[config.mk]
export PLATFORM = sky130hd
export DESIGN_NAME = surf_counter_random_byte_generator_unit
export DESIGN_NICKNAME = d
export VERILOG_FILES = /design/src/scrbg_pkg.sv /design/src/scrbg_surf_core.sv /design/src/surf_counter_random_byte_generator_unit.sv
export SDC_FILE = /design/constraint.sdc
export NUM_CORES = 2
export LEC_CHECK = 0
export BUFFER_PORTS_ARGS = -buffer_cell sky130_fd_sc_hd__buf_4
export CAP_MARGIN = 20
export CELL_PAD_IN_SITES_DETAIL_PLACEMENT = 0
export CELL_PAD_IN_SITES_GLOBAL_PLACEMENT = 1
export CORE_MARGIN = 2
export CORE_UTILIZATION = 29
export DETAILED_ROUTE_END_ITERATION = 6
export GPL_TIMING_DRIVEN = 0
export MAX_ROUTING_LAYER = met4
export PLACE_DENSITY = 0.47
export SLEW_MARGIN = 40
export SYNTH_ARGS = -nofsm -noshare
export SYNTH_HDL_FRONTEND = slang
export SYNTH_HIERARCHICAL = 1
export SYNTH_SLANG_ARGS = --single-unit
[constraint.sdc]
create_clock -name clock -period 11.5 [get_ports clock]
set_input_delay 2.3 -clock clock [delete_from_list [all_inputs] [get_ports clock]]
set_output_delay 2.3 -clock clock [all_outputs]
set_load 0.01 [all_outputs]
[src/scrbg_pkg.sv]
package scrbg_pkg;

   localparam int BUFFER_BYTES = 64;
   localparam int BUF_AW = $clog2(BUFFER_BYTES);
   localparam int SURF_WORDS = 8;
   localparam int SURF_BYTES = 4 * SURF_WORDS;
   localparam int SURF_BW = $clog2(SURF_BYTES);
   localparam int STATE_WORDS = 12;
   localparam int ROUNDS = 16;
   localparam int MAX_REQUEST_DEFAULT = 64;
   localparam int COUNT_W = 7;

   localparam logic [31:0] GOLDEN = 32'h9e3779b9;

   localparam logic [31:0] SEED_TABLE [32] = '{
      32'd3, 32'd1, 32'd4, 32'd1, 32'd5, 32'd9, 32'd2, 32'd6,
      32'd5, 32'd3, 32'd5, 32'd8, 32'd9, 32'd7, 32'd9, 32'd3,
      32'd2, 32'd3, 32'd8, 32'd4, 32'd6, 32'd2, 32'd6, 32'd4,
      32'd3, 32'd3, 32'd8, 32'd3, 32'd2, 32'd7, 32'd9, 32'd5
   };

   localparam logic [4:0] ROT_TABLE [4] = '{5'd5, 5'd7, 5'd9, 5'd13};

   typedef logic [3:0][31:0] counter_type;
   typedef logic [SURF_WORDS-1:0][31:0] surf_words_type;

   typedef struct packed {
      logic start;
   } surf_ctrl_type;

   typedef struct packed {
      logic busy;
      logic done;
   } surf_status_type;

   function automatic logic [31:0] rotl32(input logic [31:0] v, input logic [4:0] amt);
      logic [5:0] back;
      back = 6'd32 - {1'b0, amt};
      return (v << amt) | (v >> back);
   endfunction

endpackage

[src/scrbg_surf_core.sv]
module scrbg_surf_core (
   input  logic                       clock,
   input  logic                       reset,
   input  scrbg_pkg::surf_ctrl_type   ctrl,
   input  scrbg_pkg::counter_type     counter,
   output scrbg_pkg::surf_status_type status,
   output scrbg_pkg::surf_words_type  result
);

   typedef enum logic [2:0] {
      C_IDLE = 3'b001,
      C_RUN  = 3'b010,
      C_FOLD = 3'b100
   } core_state_type;

   core_state_type state_ff, state_in;

   logic [31:0] t_ff [scrbg_pkg::STATE_WORDS];
   logic [31:0] x_ff;
   logic [31:0] sum_ff;
   logic [3:0]  step_ff;
   logic [3:0]  round_ff;
   logic        pass_ff;
   logic        done_ff, done_in;
   scrbg_pkg::surf_words_type res_ff;

   logic [31:0] mix;
   logic [31:0] t_new;
   logic        last_step;

   // one word update of the round
   always_comb begin
      mix = ((x_ff ^ scrbg_pkg::SEED_TABLE[5'(step_ff)]) + sum_ff)
            ^ scrbg_pkg::rotl32(x_ff, scrbg_pkg::ROT_TABLE[step_ff[1:0]]);
      t_new = t_ff[0] + mix;
      last_step = (step_ff == 4'(scrbg_pkg::STATE_WORDS - 1))
                  && (round_ff == 4'(scrbg_pkg::ROUNDS - 1));
   end

   always_comb begin
      state_in = state_ff;
      done_in = 1'b0;
      case (state_ff)
         C_IDLE: begin
            if (ctrl.start) state_in = C_RUN;
         end
         C_RUN: begin
            if (last_step) state_in = C_FOLD;
         end
         C_FOLD: begin
            if (pass_ff) begin
               state_in = C_IDLE;
               done_in = 1'b1;
            end else begin
               state_in = C_RUN;
            end
         end
         default: state_in = C_IDLE;
      endcase
   end

   always_ff @(posedge clock) begin
      if (reset) begin
         state_ff <= C_IDLE;
         done_ff <= 1'b0;
      end else begin
         state_ff <= state_in;
         done_ff <= done_in;
      end
   end

   always_ff @(posedge clock) begin
      case (state_ff)
         C_IDLE: begin
            if (ctrl.start) begin
               for (int k = 0; k < scrbg_pkg::STATE_WORDS; k++) begin
                  t_ff[k] <= ((k < 4) ? counter[k[1:0]] : 32'd0)
                             ^ scrbg_pkg::SEED_TABLE[12 + k];
               end
               for (int k = 0; k < scrbg_pkg::SURF_WORDS; k++) begin
                  res_ff[k] <= scrbg_pkg::SEED_TABLE[24 + k];
               end
               x_ff <= scrbg_pkg::SEED_TABLE[23];
               sum_ff <= scrbg_pkg::GOLDEN;
               step_ff <= 4'd0;
               round_ff <= 4'd0;
               pass_ff <= 1'b0;
            end
         end
         C_RUN: begin
            // rotate so the word being updated is always at the head
            for (int k = 0; k < scrbg_pkg::STATE_WORDS - 1; k++) begin
               t_ff[k] <= t_ff[k + 1];
            end
            t_ff[scrbg_pkg::STATE_WORDS - 1] <= t_new;
            x_ff <= t_new;
            if (step_ff == 4'(scrbg_pkg::STATE_WORDS - 1)) begin
               step_ff <= 4'd0;
               sum_ff <= sum_ff + scrbg_pkg::GOLDEN;
               round_ff <= round_ff + 4'd1;
            end else begin
               step_ff <= step_ff + 4'd1;
            end
         end
         C_FOLD: begin
            for (int k = 0; k < scrbg_pkg::SURF_WORDS; k++) begin
               res_ff[k] <= res_ff[k] ^ t_ff[k + 4];
            end
            pass_ff <= 1'b1;
         end
         default: ;
      endcase
   end

   assign status.busy = (state_ff != C_IDLE);
   assign status.done = done_ff;
   assign result = res_ff;

endmodule

[src/surf_counter_random_byte_generator_unit.sv]
// Deterministic random byte source on the SURF function with a fixed seed table.
// Each req item asks for 1 to 64 bytes (0 gives no result, above the maximum is
// clipped) and the block returns one rsp item per byte, last set on the final
// one; req_ready is low until that last byte is taken. A byte taken from the
// 64-byte buffer is read in S_NEXT and held in S_OUT through any rsp stall. When
// the buffer runs empty it is refilled from two SURF evaluations on the bumped
// 128-bit counter: the single shared round unit does one 32-bit word update per
// cycle (384 per evaluation) and the buffer memory takes one byte write per cycle
// (32 per evaluation).
module surf_counter_random_byte_generator_unit #(
   parameter int MAX_REQUEST = scrbg_pkg::MAX_REQUEST_DEFAULT
) (
   input  logic       clock,
   input  logic       reset,
   input  logic       req_valid,
   output logic       req_ready,
   input  logic [6:0] req_byte_count,
   output logic       rsp_valid,
   input  logic       rsp_ready,
   output logic [7:0] rsp_rand_byte,
   output logic       rsp_last
);

   typedef enum logic [5:0] {
      S_IDLE  = 6'b000001,
      S_NEXT  = 6'b000010,
      S_START = 6'b000100,
      S_WAIT  = 6'b001000,
      S_STORE = 6'b010000,
      S_OUT   = 6'b100000
   } top_state_type;

   localparam int CW = scrbg_pkg::COUNT_W;
   localparam int AW = scrbg_pkg::BUF_AW;
   localparam int JW = scrbg_pkg::SURF_BW;

   top_state_type state_ff, state_in;
   scrbg_pkg::counter_type ctr_ff, ctr_in;
   logic [CW-1:0] bytes_left_ff, bytes_left_in;
   logic [CW-1:0] remain_ff, remain_in;
   logic          half_ff, half_in;
   logic [JW-1:0] wr_idx_ff, wr_idx_in;

   logic [7:0] buf_mem [scrbg_pkg::BUFFER_BYTES];
   logic [7:0] rd_ff;

   logic [CW-1:0] req_n;
   logic          rd_en;
   logic [AW-1:0] rd_addr;
   logic          wr_en;
   logic [AW-1:0] wr_addr;
   logic [7:0]    wr_data;

   scrbg_pkg::surf_ctrl_type   core_ctrl;
   scrbg_pkg::surf_status_type core_status;
   scrbg_pkg::surf_words_type  core_result;

   scrbg_surf_core u_core (
      .clock   (clock),
      .reset   (reset),
      .ctrl    (core_ctrl),
      .counter (ctr_ff),
      .status  (core_status),
      .result  (core_result)
   );

   assign req_n = (req_byte_count > CW'(MAX_REQUEST)) ? CW'(MAX_REQUEST) : req_byte_count;
   assign rd_addr = AW'(bytes_left_ff - CW'(1));
   assign wr_addr = {half_ff, wr_idx_ff};
   assign wr_data = core_result[wr_idx_ff[JW-1:2]][8*wr_idx_ff[1:0] +: 8];

   always_comb begin
      state_in = state_ff;
      ctr_in = ctr_ff;
      bytes_left_in = bytes_left_ff;
      remain_in = remain_ff;
      half_in = half_ff;
      wr_idx_in = wr_idx_ff;
      rd_en = 1'b0;
      wr_en = 1'b0;
      core_ctrl.start = 1'b0;
      case (state_ff)
         S_IDLE: begin
            if (req_valid && (req_n != '0)) begin
               remain_in = req_n;
               state_in = S_NEXT;
            end
         end
         S_NEXT: begin
            if (bytes_left_ff == '0) begin
               ctr_in = ctr_ff + 128'd1;
               half_in = 1'b0;
               state_in = S_START;
            end else begin
               rd_en = 1'b1;
               bytes_left_in = bytes_left_ff - CW'(1);
               state_in = S_OUT;
            end
         end
         S_START: begin
            core_ctrl.start = 1'b1;
            state_in = S_WAIT;
         end
         S_WAIT: begin
            if (core_status.done) begin
               wr_idx_in = '0;
               state_in = S_STORE;
            end
         end
         S_STORE: begin
            wr_en = 1'b1;
            wr_idx_in = wr_idx_ff + JW'(1);
            if (wr_idx_ff == JW'(scrbg_pkg::SURF_BYTES - 1)) begin
               if (!half_ff) begin
                  half_in = 1'b1;
                  ctr_in = ctr_ff + 128'd1;
                  state_in = S_START;
               end else begin
                  bytes_left_in = CW'(scrbg_pkg::BUFFER_BYTES);
                  state_in = S_NEXT;
               end
            end
         end
         S_OUT: begin
            if (rsp_ready) begin
               remain_in = remain_ff - CW'(1);
               state_in = (remain_ff == CW'(1)) ? S_IDLE : S_NEXT;
            end
         end
         default: state_in = S_IDLE;
      endcase
   end

   always_ff @(posedge clock) begin
      if (reset) begin
         state_ff <= S_IDLE;
         ctr_ff <= '0;
         bytes_left_ff <= '0;
         remain_ff <= '0;
         half_ff <= 1'b0;
         wr_idx_ff <= '0;
      end else begin
         state_ff <= state_in;
         ctr_ff <= ctr_in;
         bytes_left_ff <= bytes_left_in;
         remain_ff <= remain_in;
         half_ff <= half_in;
         wr_idx_ff <= wr_idx_in;
      end
   end

   always_ff @(posedge clock) begin
      if (wr_en) buf_mem[wr_addr] <= wr_data;
      if (rd_en) rd_ff <= buf_mem[rd_addr];
   end

   assign req_ready = (state_ff == S_IDLE);
   assign rsp_valid = (state_ff == S_OUT);
   assign rsp_rand_byte = rd_ff;
   assign rsp_last = (remain_ff == CW'(1));

endmodule

==> results_dict.tcl <==
set metrics [dict create \
    cts_tree "done" \
    finalPower_uw 11200 \
    cts.sinks 1391 \
    end_kind "flop" \
    cts_inserted_buffers 166 \
    power_density_nw_per_um2 152 \
    synth_top_area_share_pct 58.1 \
    grt_start_max_net_pins 66 \
    min_path_type "reg -> reg" \
    layout_setup_ws_ns 3.52 \
    nets 4971 \
    drt-pass1-iter-count 5 \
    yosysUniqueCellTypes 87 \
    ir_worst_vdd_mv 0.129 \
    max_cap_viol_count 0 \
    dr_total_vias 39400 \
    drt_iter0_drc 3317 \
    grt_pass1_vias 39200 \
    seq_area_frac_synth_pct 63.0 \
    antenna_found_initial 9 \
    clockBufferDepth 3 \
    placed_cells 7578 \
    synthArstFlopShare_pct 0 \
    h-tree-depth 4 \
    dieArea_um2 224000 \
    ys_seq_elements 1391 \
    fp.coreArea_um2 219000 \
    portBuffers 21 \
    syn-num-nets 4753 \
    postRouteAntennaNets 0 \
    postLayoutCellArea_um2 73800 \
    route.detailed.drc 0 \
    final_common_cell "edfxtp_1" \
    die_w_um 473 \
    initial_core_util_pct 29.1 \
    area_growth_pct 15.7 \
    arrival_ns 8.48 \
    clock_skew_ns 0.0553 \
    hold_violations 0 \
    rsz0062_at_grt "no" \
    yosys_warnings 6 \
    worst_pin_slew_ns 0.939 \
    wirelength_um 209000 \
    avgSynthCellArea_um2 13.7 \
    drive_gt1_share_pct 15.2 \
    gp_congestion 0.835 \
    min_period_ns 7.98 \
    grt_usage_pct 19.0 \
    syn_area_um2 63800 \
    synth-edff-count 1233 \
    grt_pass1_wl_um 297000 \
    worstSetupPathType "reg -> reg" \
    synth_top_cell_by_area "edfxtp_1" \
    status "complete, no violations" \
    syn_inst 4662 \
    cts-root-buf "clkbuf_16" \
    postCtsHoldBufs 0 \
    cp-start-kind "flop" \
    fmax_mhz 125 \
    globalRouteOverflowTotal 0 \
    std_cell_rows 172 \
    io_pins 22 \
    worstSkewPairLatency_ns 0.82 \
    place_area_um2 68300 \
    worstPathMaxFanout 12 \
    stdcell_count 7896 \
    wl_per_cell_um 26.4 \
    leakagePower_uw 0.0235 \
    relSlewSlack_pct 36.8 \
    cts-resized-gates 0 \
    dpl.hpwl_um 151000 \
    final.period_utilization_pct 69.4 \
    dieHeight_um 473 \
    viasPerCell 4.99 \
    cp.required_ns 12.00 \
    fillCellCount 21500 \
    fin_util_pct 33.7 \
    drv_slew 0 \
    setup_viol 0 \
    path_clk_slew_ns 0.06 \
    post_cts.repair.setup_buffers 0 \
    layout_common_cells "edfxtp_1 (1,233), nand2_1 (504), nor2_1 (475), xnor2_1 (367), mux4_2 (270)" \
    synthFlopType "edfxtp_1" \
    place_ws_ns 3.61 \
    yosys-top-cells-area "edfxtp_1 (58%), mux4_2 (9.5%), xnor2_1 (5.1%), dfxtp_1 (5.0%), nor2_1 (3.2%)" \
]
==> through the flow <==
step | hold slack [ns] | setup TNS [ns]
after floorplan | 0.449 | 0
after global placement | 0.474 | -779.83
after detailed placement | 0.476 | 0
after CTS | 0.487 | 0
after global routing | 0.527 | 0
final | 0.493 | 0
==> power by group <==
group / switching [uW] / leakage (uW) / internal [uW] / total [uW]
Clock: 2220 / 0.00254 / 2920 / 5140
Sequential: 51.0 / 0.0119 / 5510 / 5560
Combinational: 329 / 0.00903 / 177 / 506
Total: 2600 / 0.0235 / 8610 / 11200
==> layer usage <==
metal | part of all wire, % | global-route usage, % | vias to the layer above
met5 | 0 | - | -
met4 | 2.3 | 4.74 | 0
met3 | 4.1 | 2.52 | 223
met2 | 45 | 28.6 | 917
met1 | 48 | 27.0 | 20300
li1 | - | - | 18000
==> critical path, cell delays in order, from the launching register on <==
cell and delay (ns):
edfxtp_1 0.47, clkbuf_1 0.30, inv_2 0.20, buf_2 0.39, ha_1 0.24, buf_6 0.15, clkbuf_1 0.50, mux4_2 0.39
xor2_1 0.24, ha_1 0.28, a21o_1 0.17, a21oi_1 0.36, o2111ai_1 0.24, nand2_1 0.16, o21ai_1 0.13, o41ai_2 0.67
o21ai_1 0.27, a31oi_1 0.25, xnor2_1 0.26, ha_1 0.32, clkbuf_1 0.21, and3_1 0.23, nand2_1 0.12, nor2_1 0.08
a211oi_1 0.29, xor2_1 0.64, nor2_1 0.09
==> area by class of cell <==
cell class / instances / area (um2) / area share, %
sequential: 1391 / 40200 / 54.5
multi-input combinational: 2987 / 22900 / 31.0
clock buffer: 232 / 4550 / 6.16
tap: 2871 / 3590 / 4.87
buffer: 237 / 993 / 1.35
clock inverter: 74 / 721 / 0.977
timing repair buffer: 50 / 687 / 0.931
inverter: 47 / 176 / 0.239
antenna: 7 / 17.5 / 0.0237
==> flip-flops by register name, summed over array words and instances, names as in the netlist <==
signal,count
buf_mem,512
bytes_left_ff,7
ctr_ff,128
half_ff,1
remain_ff,7
rsp_rand_byte,8
state_ff,6
u_core/done_ff,1
u_core/pass_ff,1
u_core/result,256
u_core/round_ff,4
u_core/state_ff,3
u_core/step_ff,4
u_core/sum_ff,32
u_core/t_ff,384
u_core/x_ff,32
wr_idx_ff,5
==> worst paths after layout <==
path / startpoint / depth (start not counted) / slack (ns) / end
setup / recovery: u_core/step_ff[1] / 26 / 3.52 / u_core/x_ff[27]
hold / removal: bytes_left_ff[6] / 1 / 0.49 / bytes_left_ff[6]
setup reg to reg: u_core/step_ff[1] / 26 / 3.52 / u_core/x_ff[27]
hold reg to reg: bytes_left_ff[6] / 1 / 0.49 / bytes_left_ff[6]
==> cell usage after synthesis (all sizes together) (9+ instances only) <==
cell	number
nor2b	12
buf	43
nand3b	13
mux4	271
o211ai	12
or4	37
xnor2	374
ha	78
clkbuf	194
mux2	13
xor2	63
and3	226
and2	46
nor4	35
inv	47
nand2b	22
nand3	79
nor3b	9
a22oi	20
o21ai	81
edfxtp	1233
a21o	36
and4	19
nand4	70
or2	9
nor3	50
o31ai	31
a31oi	10
or3	51
mux2i	46
nand2	507
a21oi	144
dfxtp	158
nor2	538
==> logic make-up after synthesis <==
| family | share of synthesized area (%) |
|---|---|
| fa+ha+maj | 1.59 |
| compound gates | 4.13 |
| flops | 63.0 |
| xor+xnor | 6.00 |
| buf+inv | 1.71 |
| simple gates | 13.0 |
| mux | 10.5 |
Power figures use the tool's default switching activity.
